**config.mk**
```make
export PLATFORM = sky130hd
export DESIGN_NAME = software_timer_pool
export DESIGN_NICKNAME = d
export VERILOG_FILES = /design/src/design/stp_pkg.sv /design/src/design/stp_cell.sv /design/src/design/software_timer_pool.sv
export SDC_FILE = /design/constraint.sdc
export NUM_CORES = 1
export LEC_CHECK = 0
export ABC_AREA = 1
export BUFFER_PORTS_ARGS = -buffer_cell sky130_fd_sc_hd__buf_4
export CAP_MARGIN = 20
export CORE_ASPECT_RATIO = 1.25
export CORE_MARGIN = 1
export CORE_UTILIZATION = 50
export CTS_BUF_LIST = sky130_fd_sc_hd__clkbuf_2 sky130_fd_sc_hd__clkbuf_4 sky130_fd_sc_hd__clkbuf_8
export CTS_CLUSTER_SIZE = 12
export DETAILED_ROUTE_END_ITERATION = 10
export GPL_TIMING_DRIVEN = 0
export PLACE_DENSITY = 0.66
export SLEW_MARGIN = 20
export SYNTH_ARGS = -nofsm -noshare
export SYNTH_HDL_FRONTEND = slang
export SYNTH_SLANG_ARGS = --single-unit
```
**constraint.sdc**
```tcl
create_clock -name clk -period 3.5 [get_ports clk]
set_input_delay 0.7 -clock clk [delete_from_list [all_inputs] [get_ports clk]]
set_output_delay 0.7 -clock clk [all_outputs]
set_load 0.005 [all_outputs]
```
**src/design/stp_pkg.sv**
```systemverilog
package stp_pkg;

    localparam int SLOTS = 16;
    localparam int ID_W = 5;
    localparam int DELAY_W = 16;
    localparam int IDX_W = (SLOTS > 1) ? $clog2(SLOTS) : 1;
    localparam int CNT_W = $clog2(SLOTS + 1);
    localparam logic [ID_W-1:0] NONE_ID = (SLOTS < 32) ? ID_W'(SLOTS) : ID_W'(31);

    localparam logic [2:0] ACT_TICK   = 3'd0;
    localparam logic [2:0] ACT_START  = 3'd1;
    localparam logic [2:0] ACT_CANCEL = 3'd2;
    localparam logic [2:0] ACT_POLL   = 3'd3;
    localparam logic [2:0] ACT_CLEAR  = 3'd4;

    typedef logic [IDX_W-1:0] slot_idx_t;

    typedef struct packed {
        logic [2:0]         action;
        logic [ID_W-1:0]    timer_id;
        logic [DELAY_W-1:0] delay_ticks;
    } req_t;

    typedef struct packed {
        logic            status;
        logic [ID_W-1:0] id_out;
        logic            expired;
    } rsp_t;

    // one decoded command, broadcast to every cell
    typedef struct packed {
        logic               tick;
        logic               start_id;
        logic               start_alloc;
        logic               cancel;
        logic               poll;
        logic               clear;
        logic [ID_W-1:0]    id;
        logic [DELAY_W-1:0] delay;
    } cell_cmd_t;

    // signals rippling from cell to cell, lowest slot first
    typedef struct packed {
        logic      free_seen;
        logic      alloc;
        slot_idx_t alloc_idx;
        logic      sel_active;
        logic      sel_due;
    } chain_t;

endpackage

```
**src/design/stp_cell.sv**
```systemverilog
module stp_cell (
    input  logic              clk,
    input  logic              rst_n,
    input  stp_pkg::slot_idx_t my_idx,
    input  stp_pkg::cell_cmd_t cmd,
    input  stp_pkg::chain_t    chain_in,
    output stp_pkg::chain_t    chain_out
);
    import stp_pkg::*;

    logic               active_reg;
    logic               active_next;
    logic [DELAY_W-1:0] target_reg;
    logic [DELAY_W-1:0] target_next;
    logic [DELAY_W-1:0] counter_reg;
    logic [DELAY_W-1:0] counter_next;
    logic               hit;
    logic               due;
    logic               take;

    assign hit = (cmd.id == ID_W'(my_idx));
    assign due = (target_reg <= counter_reg);
    // first free cell in the row takes an allocating start
    assign take = cmd.start_alloc && !active_reg && !chain_in.free_seen;

    always_comb
    begin
        chain_out = chain_in;
        chain_out.free_seen = chain_in.free_seen | ~active_reg;
        if (take)
        begin
            chain_out.alloc     = 1'b1;
            chain_out.alloc_idx = my_idx;
        end
        if (hit && active_reg)
        begin
            chain_out.sel_active = 1'b1;
            chain_out.sel_due    = due;
        end
    end

    always_comb
    begin
        active_next  = active_reg;
        target_next  = target_reg;
        counter_next = counter_reg;
        if (cmd.clear)
        begin
            active_next  = 1'b0;
            target_next  = '0;
            counter_next = '0;
        end
        else if (cmd.tick)
        begin
            if (active_reg)
            begin
                counter_next = counter_reg + DELAY_W'(1);
            end
        end
        else if ((cmd.start_id && hit) || take)
        begin
            target_next  = cmd.delay;
            counter_next = '0;
            if (take)
            begin
                active_next = 1'b1;
            end
        end
        else if ((cmd.cancel && hit) || (cmd.poll && hit && active_reg && due))
        begin
            active_next = 1'b0;
            target_next = '0;
        end
    end

    always_ff @(posedge clk or negedge rst_n)
    begin
        if (!rst_n)
        begin
            active_reg  <= 1'b0;
            target_reg  <= '0;
            counter_reg <= '0;
        end
        else
        begin
            active_reg  <= active_next;
            target_reg  <= target_next;
            counter_reg <= counter_next;
        end
    end

endmodule

```
**src/design/software_timer_pool.sv**
```systemverilog
// Pool of one-shot timer slots, one cell per slot, all cells updated together.
// Every item (tick, start, cancel, poll, reset all) gives exactly one result item; items are
// taken back to back, one per cycle, and the result sits in an output register so a new
// item is taken while the previous result is waiting, stalling only when that register is
// full and stalled. A start with no slot id takes the lowest free slot, found by a free-slot
// chain rippling along the row of cells.
module software_timer_pool (
    input  logic          clk,
    input  logic          rst_n,
    input  logic          req_valid,
    output logic          req_stall,
    input  stp_pkg::req_t req,
    output logic          rsp_valid,
    input  logic          rsp_stall,
    output stp_pkg::rsp_t rsp
);
    import stp_pkg::*;

    logic             fire;
    logic             is_slot;
    logic             full;
    logic             count_zero;
    cell_cmd_t        cmd;
    chain_t           chain [SLOTS+1];
    chain_t           last;
    rsp_t             result;
    logic             inc;
    logic             dec;
    logic [CNT_W-1:0] count_reg;
    logic [CNT_W-1:0] count_next;
    logic             rsp_valid_reg;
    logic             rsp_valid_next;
    rsp_t             rsp_reg;

    assign req_stall  = rsp_valid_reg & rsp_stall;
    assign fire       = req_valid & ~req_stall;
    assign is_slot    = ({1'b0, req.timer_id} < (ID_W + 1)'(SLOTS));
    assign full       = (count_reg >= CNT_W'(SLOTS));
    assign count_zero = (count_reg == '0);

    always_comb
    begin
        cmd             = '0;
        cmd.id          = req.timer_id;
        cmd.delay       = req.delay_ticks;
        cmd.tick        = fire && (req.action == ACT_TICK);
        cmd.start_id    = fire && (req.action == ACT_START) && !full && is_slot;
        cmd.start_alloc = fire && (req.action == ACT_START) && !full && !is_slot;
        cmd.cancel      = fire && (req.action == ACT_CANCEL) && is_slot;
        cmd.poll        = fire && (req.action == ACT_POLL) && is_slot;
        cmd.clear       = fire && (req.action == ACT_CLEAR);
    end

    assign chain[0] = '0;

    for (genvar i = 0; i < SLOTS; i++)
    begin : g_cell
        stp_cell u_cell (
            .clk      (clk),
            .rst_n    (rst_n),
            .my_idx   (IDX_W'(i)),
            .cmd      (cmd),
            .chain_in (chain[i]),
            .chain_out(chain[i+1])
        );
    end

    assign last = chain[SLOTS];

    always_comb
    begin
        result         = '0;
        result.id_out  = NONE_ID;
        inc            = 1'b0;
        dec            = 1'b0;
        unique case (req.action)
            ACT_START:
            begin
                if (full)
                begin
                    result.status = 1'b1;
                    result.id_out = is_slot ? req.timer_id : NONE_ID;
                end
                else if (is_slot)
                begin
                    result.id_out = req.timer_id;
                end
                else if (last.alloc)
                begin
                    result.id_out = ID_W'(last.alloc_idx);
                    inc           = 1'b1;
                end
                else
                begin
                    result.status = 1'b1;
                end
            end
            ACT_CANCEL:
            begin
                if (is_slot)
                begin
                    result.status = count_zero;
                    dec           = !count_zero;
                end
            end
            ACT_POLL:
            begin
                if (last.sel_active)
                begin
                    if (last.sel_due)
                    begin
                        result.status  = count_zero;
                        result.expired = !count_zero;
                        dec            = !count_zero;
                    end
                    else
                    begin
                        result.id_out = req.timer_id;
                    end
                end
                else
                begin
                    result.expired = 1'b1;
                    result.id_out  = is_slot ? req.timer_id : NONE_ID;
                end
            end
            default:
            begin
                // tick, reset all and unused codes report ok with no slot
            end
        endcase
    end

    always_comb
    begin
        count_next = count_reg;
        if (fire)
        begin
            if (req.action == ACT_CLEAR)
            begin
                count_next = '0;
            end
            else if (inc)
            begin
                count_next = count_reg + CNT_W'(1);
            end
            else if (dec)
            begin
                count_next = count_reg - CNT_W'(1);
            end
        end
    end

    always_comb
    begin
        rsp_valid_next = rsp_valid_reg;
        if (fire)
        begin
            rsp_valid_next = 1'b1;
        end
        else if (!rsp_stall)
        begin
            rsp_valid_next = 1'b0;
        end
    end

    always_ff @(posedge clk or negedge rst_n)
    begin
        if (!rst_n)
        begin
            count_reg     <= '0;
            rsp_valid_reg <= 1'b0;
        end
        else
        begin
            count_reg     <= count_next;
            rsp_valid_reg <= rsp_valid_next;
        end
    end

    always_ff @(posedge clk)
    begin
        if (fire)
        begin
            rsp_reg <= result;
        end
    end

    assign rsp_valid = rsp_valid_reg;
    assign rsp       = rsp_reg;

endmodule

```
==> impl_metrics.py, run 1 <==
metrics = {
    "status": {
        "run_status": "completed",
    },
    "clocking": {
        "cts_made_buffers": 92,
        "ctsHtreeMaxLevel": 3,
        "tritoncts_clock_tree": "done",
        "cts.path.max_buffers": 3,
        "clockRootBuffer": "sky130_fd_sc_hd__clkbuf_8",
        "clock-sinks": 541,
        "clkLatencyLatePin_ns": 0.70,
        "cts.clk_slew.worst_paths_ns": 0.06,
    },
    "logic_synthesis": {
        "synth_cells": 3791,
        "synthesis.area_um2": 30920,
        "syn-num-nets": 4095,
        "synth-warning-count": 0,
        "synth.yosys.seq_area_share": 0.4390,
        "synth_area_leader_cell": "sky130_fd_sc_hd__dfrtp_1",
        "share_of_yosys_cell_area_claimed_by_the_top_area_cell_type": 0.4322,
        "synth_enable_flop_cells": 7,
        "ys_seq_elements": 541,
        "ys_dominant_reg_cell": "sky130_fd_sc_hd__dfrtp_1",
        "yosys-top-cells-area": "sky130_fd_sc_hd__dfrtp_1 43%, sky130_fd_sc_hd__ha_1 11%, sky130_fd_sc_hd__nand2_1 7.9%, sky130_fd_sc_hd__inv_1 7.2%, sky130_fd_sc_hd__o21ai_0 6.6%",
        "synth_cell_types": 55,
        "async_reset_ff_frac": 0.9871,
        "synth.avg_cell_area_um2": 8.155,
    },
    "critical_path": {
        "crit_path_max_fanout": 10,
        "worst_r2r_path_depth": 19,
        "r2r_start": "rsp_valid",
        "worst-setup-path-type": "register to register",
        "r2r_end": "g_cell[2].u_cell.counter_reg[15]",
        "r2r_slack_ns": 0.13,
        "critical_path_launch_point_type": "register",
        "endpoint_kind": "register",
        "worst-endpoint-required_ns": 4.05,
        "critPathArrivalTime_ns": 3.93,
    },
    "sta": {
        "report.final.hold_viol_count": 0,
        "slew_headroom": 0.2095,
        "rsz0062_at_grt": "true",
        "max_freq_ghz": 0.2964,
        "timing.final.crit_period_ns": 3.374,
        "worst_slack_ns": 0.1258,
        "timing.hold.ws_ns": 0.2246,
        "setup-violations-final": 0,
        "tightest_slew_ns": 1.186,
        "drv_slew": 0,
        "min_period_over_period": 0.9640,
        "finalClockSkew_ns": 0.03208,
    },
    "floorplan": {
        "floorplan.initialDensity": 0.5076,
        "fp.coreArea_um2": 60910,
        "die_area_um2": 62840,
        "die_x_um": 224.4,
        "die_height_um": 280.0,
        "rows": 101,
        "top_level_ports": 37,
    },
    "job": {
        "max_cap_violations": 0,
    },
    "pwr": {
        "worst_ir_drop_vdd_mv": 0.3244,
        "pwr_density_cell_nw_per_um2": 449.9,
        "static-leakage-power_nw": 16.21,
    },
    "placed_design": {
        "count_of_buffers_inserted_at_the_top_level_ports": 35,
        "postPlaceCellArea_um2": 32450,
        "numPlacedInstances": 4659,
        "gp_congestion": 0.9995,
        "dp_worst_setup_slack_ns": -1.945,
        "hpwl_mm": 63.39,
    },
    "global_routing": {
        "via_count_of_the_first_global_routing_pass": 25920,
        "first_pass_grt_wire_length_mm": 139.3,
        "grt_util_met2": 0.4792,
        "grt_usage": 0.2866,
        "grt_max_degree": 98,
        "gr-usage-met3": 0.04618,
        "initial_antenna_violation_count": 7,
        "grt_busiest_layer": "met2",
        "gr-usage-met1": 0.3593,
        "overflow": 0,
    },
    "min_path": {
        "origin_of_the_worst_min_delay_path": "req_valid",
        "number_of_cells_on_the_worst_hold_path": 3,
        "worst_hold_path_type": "input pin to register",
        "worst_hold_path.endpoint": "rsp_valid",
    },
    "finish": {
        "finish.net_count": 4260,
        "final_common_cell": "sky130_fd_sc_hd__nand2_1",
        "number_of_standard_cells_in_the_layout_taps_in_and_fillers_out": 4842,
        "final_cell_area_um2": 34800,
        "most-common-layout-cells": "640 x sky130_fd_sc_hd__nand2_1, 586 x sky130_fd_sc_hd__inv_1, 532 x sky130_fd_sc_hd__dfrtp_1, 396 x sky130_fd_sc_hd__o21ai_0, 275 x sky130_fd_sc_hd__ha_1",
        "final_cell_utilization_of_the_core": 0.5713,
        "ratio_of_cells_with_drive_above_1_in_the_final_layout": 0.09188,
        "synthToLayoutAreaGrowth_pct": 12.56,
    },
    "routing": {
        "vias": 26690,
        "wl_mm": 88.98,
        "postRouteAntennaNets": 0,
        "count_of_routing_violations_after_the_opening_detailed_route_iteration": 1774,
        "drc": 0,
        "wl_per_cell_um": 18.38,
        "drt_pass1_iterations": 6,
        "via_per_inst": 5.512,
    },
}
==> worst max path at each step <==
stage	end	from	slack, ns	depth (start not counted)
floorplan	g_cell[13].u_cell.counter_reg[15]	rsp_stall	0.35	16
global placement	g_cell[13].u_cell.counter_reg[11]	rst_n	-4.24	1
detailed placement	g_cell[13].u_cell.counter_reg[14]	rsp_stall	-1.94	12
CTS	rsp[1]	g_cell[1].u_cell.counter_reg[11]	0.006	18
global route	g_cell[13].u_cell.counter_reg[5]	g_cell[1].u_cell.active_reg	-0.04	23
finish	g_cell[2].u_cell.counter_reg[15]	rsp_valid	0.13	19
==> power by group <==
| group | switching [W] | total, W | internal (W) |
|---|---|---|---|
| Sequential | 0.000273 | 0.00695 | 0.00668 |
| Clock | 0.00264 | 0.00592 | 0.00328 |
| Combinational | 0.00182 | 0.00279 | 0.000967 |
| Total | 0.00473 | 0.0157 | 0.0109 |
==> routing by layer <==
metal  share of wire  up-vias
met5         0.00043        -
met4           0.048        6
met3           0.054      207
met2            0.47      675
met1            0.42    12710
li1                -    13090
==> cells in the mapped netlist (7+ instances only) <==
master / count
sky130_fd_sc_hd__nand3_1: 180
sky130_fd_sc_hd__nand2_2: 11
sky130_fd_sc_hd__a21boi_0: 10
sky130_fd_sc_hd__edfxtp_1: 7
sky130_fd_sc_hd__nand4_1: 58
sky130_fd_sc_hd__clkbuf_1: 65
sky130_fd_sc_hd__a21oi_1: 223
sky130_fd_sc_hd__o21bai_1: 9
sky130_fd_sc_hd__o31ai_1: 13
sky130_fd_sc_hd__clkinv_1: 8
sky130_fd_sc_hd__nor2_1: 269
sky130_fd_sc_hd__a211oi_1: 12
sky130_fd_sc_hd__buf_2: 10
sky130_fd_sc_hd__nand2_1: 648
sky130_fd_sc_hd__a22oi_1: 32
sky130_fd_sc_hd__ha_1: 275
sky130_fd_sc_hd__xor2_1: 34
sky130_fd_sc_hd__nor3_1: 149
sky130_fd_sc_hd__o2111ai_1: 14
sky130_fd_sc_hd__o21ai_0: 405
sky130_fd_sc_hd__o21a_1: 16
sky130_fd_sc_hd__o22ai_1: 39
sky130_fd_sc_hd__nor3b_1: 20
sky130_fd_sc_hd__dfrtp_1: 534
sky130_fd_sc_hd__o221ai_1: 9
sky130_fd_sc_hd__nor2_2: 9
sky130_fd_sc_hd__nor4_1: 30
sky130_fd_sc_hd__inv_1: 590
sky130_fd_sc_hd__a221oi_1: 27
sky130_fd_sc_hd__inv_2: 24
==> cell families (layout without fill, tap and decap cells) <==
kind of cell               Yosys count  count (layout)  synth area share
and+or+nand+nor                   1398            1398            0.1998
AOI/OAI and AO/OA                  838             838            0.1529
buffers and inverters              703             928           0.08644
DFF                                541             541            0.4390
adders and majority gates          276             276            0.1119
xor gates and xnor gates            35              35          0.009915
other                                0               2                 0
==> cell type report <==
type                    instances  area, µm²
diodes                          2      5.005
inverters                     624       2370
well taps                     824       1031
multi-input cells            2547      14920
clock buffers                 144       1782
fillers                      5729      26110
clock inverters                10      87.58
plain buffers                  79      346.6
repair buffers                 71      680.7
flip-flops and latches        541      13580
==> critical path, cell delays in order (launching register included) <==
cell and delay [ns]:
sky130_fd_sc_hd__dfrtp_1 0.38, sky130_fd_sc_hd__nand2_1 0.10, sky130_fd_sc_hd__inv_2 0.06, sky130_fd_sc_hd__nor2_4 0.21
sky130_fd_sc_hd__nand3_2 0.16, sky130_fd_sc_hd__nor2_4 0.18, sky130_fd_sc_hd__inv_1 0.07, sky130_fd_sc_hd__buf_2 0.22
sky130_fd_sc_hd__nor2_1 0.16, sky130_fd_sc_hd__inv_1 0.05, sky130_fd_sc_hd__nand2_1 0.07, sky130_fd_sc_hd__o21ai_0 0.18
sky130_fd_sc_hd__inv_1 0.26, sky130_fd_sc_hd__nor2_1 0.19, sky130_fd_sc_hd__nor3_1 0.31, sky130_fd_sc_hd__inv_1 0.13
sky130_fd_sc_hd__nor3_2 0.23, sky130_fd_sc_hd__nand2_1 0.09, sky130_fd_sc_hd__nor2_1 0.10, sky130_fd_sc_hd__nor3_1 0.06
==> what timing repair did <==
action                                  in CTS  in global routing
hold buffers                                 1                  0
endpoints found under the setup margin     330                217
endpoints found under the hold margin       51                  0
gates resized for setup                     19                 60
pin swaps                                    3                  8
setup buffers                                7                 19
==> stage by stage <==
stage / TNS (ns) / power (W)
after floorplan: 0 / 0.008824
after CTS: 0 / 0.01570
after global placement: -2683.28 / 0.009672
final: 0 / 0.01566
after detailed placement: -383.26 / 0.009762
after global routing: -0.09314 / 0.01646
Note: power is estimated with default switching activity, not from simulation.
==> run 2, diff against run 1 <==
PLACE_DENSITY = 0.65   (was 0.66)
SYNTH_HIERARCHICAL = 1   (was unset)
==> run 2 against run 1 <==
  * The run now ends with setup timing left
  * Clock skew increased by 0.0018 ns
  * Sequential power decreased by 8.2%
  * Combinational power decreased by 51%
  * Worst hold slack got worse by 0.027 ns
  * Sequential cell count unchanged
  * Final area increased by 29%
  * Via count increased by 35%
  * Power decreased by 8.0%
  * First-iteration DRC count increased by 13%
  * Highest routed layer unchanged
  * Clock power increased by 13%
==> impl_metrics.py, run 2 <==
metrics = {
    "status": {
        "run_status": "finished with violations",
        "failed_checks": "setup timing",
    },
    "sta": {
        "setup-violations-final": 28,
        "drv_slew": 0,
        "max_freq_ghz": 0.1551,
        "slew_headroom": 0.5163,
        "report.final.hold_viol_count": 0,
        "timing.final.crit_period_ns": 6.446,
        "tightest_slew_ns": 0.7247,
        "worst_slack_ns": -2.946,
        "rsz0062_at_grt": "true",
        "finalClockSkew_ns": 0.03387,
        "min_period_over_period": 1.842,
        "timing.hold.ws_ns": 0.1979,
        "finalSetupTns_ns": -34.46,
    },
    "floorplan": {
        "top_level_ports": 37,
        "die_x_um": 253.1,
        "rows": 114,
        "die_area_um2": 79920,
        "die_height_um": 315.8,
        "floorplan.initialDensity": 0.5077,
        "fp.coreArea_um2": 77590,
    },
    "job": {
        "max_cap_violations": 0,
    },
    "placed_design": {
        "gp_congestion": 0.9182,
        "dp_worst_setup_slack_ns": -4.127,
        "count_of_buffers_inserted_at_the_top_level_ports": 36,
        "hpwl_mm": 78.89,
    },
    "routing": {
        "vias": 35910,
        "via_per_inst": 5.345,
        "wl_mm": 114.0,
        "count_of_routing_violations_after_the_opening_detailed_route_iteration": 2001,
        "postRouteAntennaNets": 0,
        "wl_per_cell_um": 16.97,
        "drt_pass1_iterations": 8,
        "drc": 0,
    },
    "critical_path": {
        "setup.worst_path.start": "g_cell[0].u_cell/counter_reg[11]",
        "worst-endpoint-required_ns": 4.11,
        "worst-setup-path-type": "register to register",
        "r2r_slack_ns": -2.95,
        "endpoint_kind": "register",
        "critical_path_launch_point_type": "register",
        "critical-path-max-stage-delay_ns": 0.38,
        "cpMaxStageDelayCell": "sky130_fd_sc_hd__dfrtp_1",
        "worst_r2r_path_depth": 43,
        "r2r_end": "rsp[6]",
        "path_common_cell": "sky130_fd_sc_hd__nor2_1",
        "critPathArrivalTime_ns": 7.05,
        "crit_path_max_fanout": 3,
        "r2r_start": "g_cell[0].u_cell/counter_reg[11]",
    },
    "finish": {
        "ratio_of_cells_with_drive_above_1_in_the_final_layout": 0.1883,
        "final_cell_utilization_of_the_core": 0.5797,
        "most-common-layout-cells": "1595 x sky130_fd_sc_hd__nand2_1, 534 x sky130_fd_sc_hd__inv_1, 534 x sky130_fd_sc_hd__dfrtp_1, 327 x sky130_fd_sc_hd__nor2_1, 312 x sky130_fd_sc_hd__o21ai_0",
        "finish.net_count": 5895,
        "final_common_cell": "sky130_fd_sc_hd__nand2_1",
        "synthToLayoutAreaGrowth_pct": 14.17,
    },
    "logic_synthesis": {
        "synth.avg_cell_area_um2": 7.430,
        "synth-warning-count": 6,
        "synthesis.area_um2": 39390,
        "synth_cells": 5302,
    },
    "global_routing": {
        "via_count_of_the_first_global_routing_pass": 34810,
        "first_pass_grt_wire_length_mm": 183.5,
        "grt_util_met2": 0.5125,
        "overflow": 0,
        "grt_busiest_layer": "met2",
        "grt_usage": 0.2885,
        "gr-usage-met3": 0.03573,
        "gr-usage-met1": 0.3486,
        "grt_max_degree": 96,
        "initial_antenna_violation_count": 3,
    },
    "clocking": {
        "clock-sinks": 541,
        "ctsHtreeMaxLevel": 3,
        "cts_made_buffers": 96,
        "tritoncts_clock_tree": "done",
        "clockRootBuffer": "sky130_fd_sc_hd__clkbuf_8",
        "clkLatencyLatePin_ns": 0.74,
        "cts.clk_slew.worst_paths_ns": 0.06,
        "cts.path.max_buffers": 3,
    },
    "pwr": {
        "static-leakage-power_nw": 21.02,
        "worst_ir_drop_vdd_mv": 0.3830,
        "pwr_density_cell_nw_per_um2": 320.4,
        "total_power_w": 0.01441,
    },
    "min_path": {
        "origin_of_the_worst_min_delay_path": "rsp_stall",
        "worst_hold_path_type": "input pin to register",
        "number_of_cells_on_the_worst_hold_path": 3,
        "worst_hold_path.endpoint": "rsp_valid",
    },
}
## run 2: report_power, final
part,leakage [nW],switching [W],internal (W)
clock network,1.16,0.00288,0.00378
logic,12.3,0.000963,0.000415
registers,7.52,0.0000627,0.00631
total,21.0,0.00390,0.0105
## run 2: how the worst max path moves through the flow
| stage | to | slack, ns | cells past startpoint |
|---|---|---|---|
| floorplan | count_reg[4] | -1.98 | 33 |
| global placement | g_cell[5].u_cell/target_reg[12] | -5.62 | 10 |
| global route | count_reg[3] | -3.37 | 47 |
| detailed placement | rsp[4] | -4.13 | 43 |
| finish | rsp[6] | -2.95 | 43 |
| CTS | count_reg[2] | -2.94 | 43 |
## run 2: final cells by class
class / instances / area (µm²)
plain buffers: 161 / 1246
clock inverters: 25 / 246.5
inverters: 572 / 2167
repair buffers: 104 / 1037
flip-flops and latches: 541 / 13570
clock buffers: 154 / 1919
well taps: 1044 / 1306
diodes: 2 / 5.005
multi-input cells: 4115 / 23480
fillers: 7408 / 32620
## run 2: repair_timing
action / 4_1_cts / 5_1_grt
resized for setup: 93 / 64
hold buffers: 1 / 0
endpoints found under the hold margin: 58 / 0
pin swaps: 39 / 29
buffers inserted: 20 / 20
gates cloned: 3 / 2
endpoints found under the setup margin: 116 / 80
## run 2: critical path, delay by kind of cell, from the launching register on
kind / cells / cell delay [ns]
AOI/OAI and AO/OA: 19 / 3.60
adders and majority gates: 1 / 0.21
buffers and inverters: 3 / 0.35
DFF: 1 / 0.38
and+or+nand+nor: 20 / 1.78
## run 2: metrics by stage
stage          std cells  instance area (µm²)
3_3_place_gp        6468                41540
4_1_cts             6694                44590
3_5_place_dp        6492                41940
6_report            6718                44980
2_1_floorplan       5388                39960
5_1_grt             6717                44980
## run 2: per-layer routing
layer / wire [µm] / share of wire / vias up
li1: - / - / 18010
met1: 47340 / 0.42 / 16880
met2: 56860 / 0.50 / 790
met3: 5254 / 0.046 / 230
met4: 4559 / 0.040 / 2
met5: 17 / 0.00015 / -
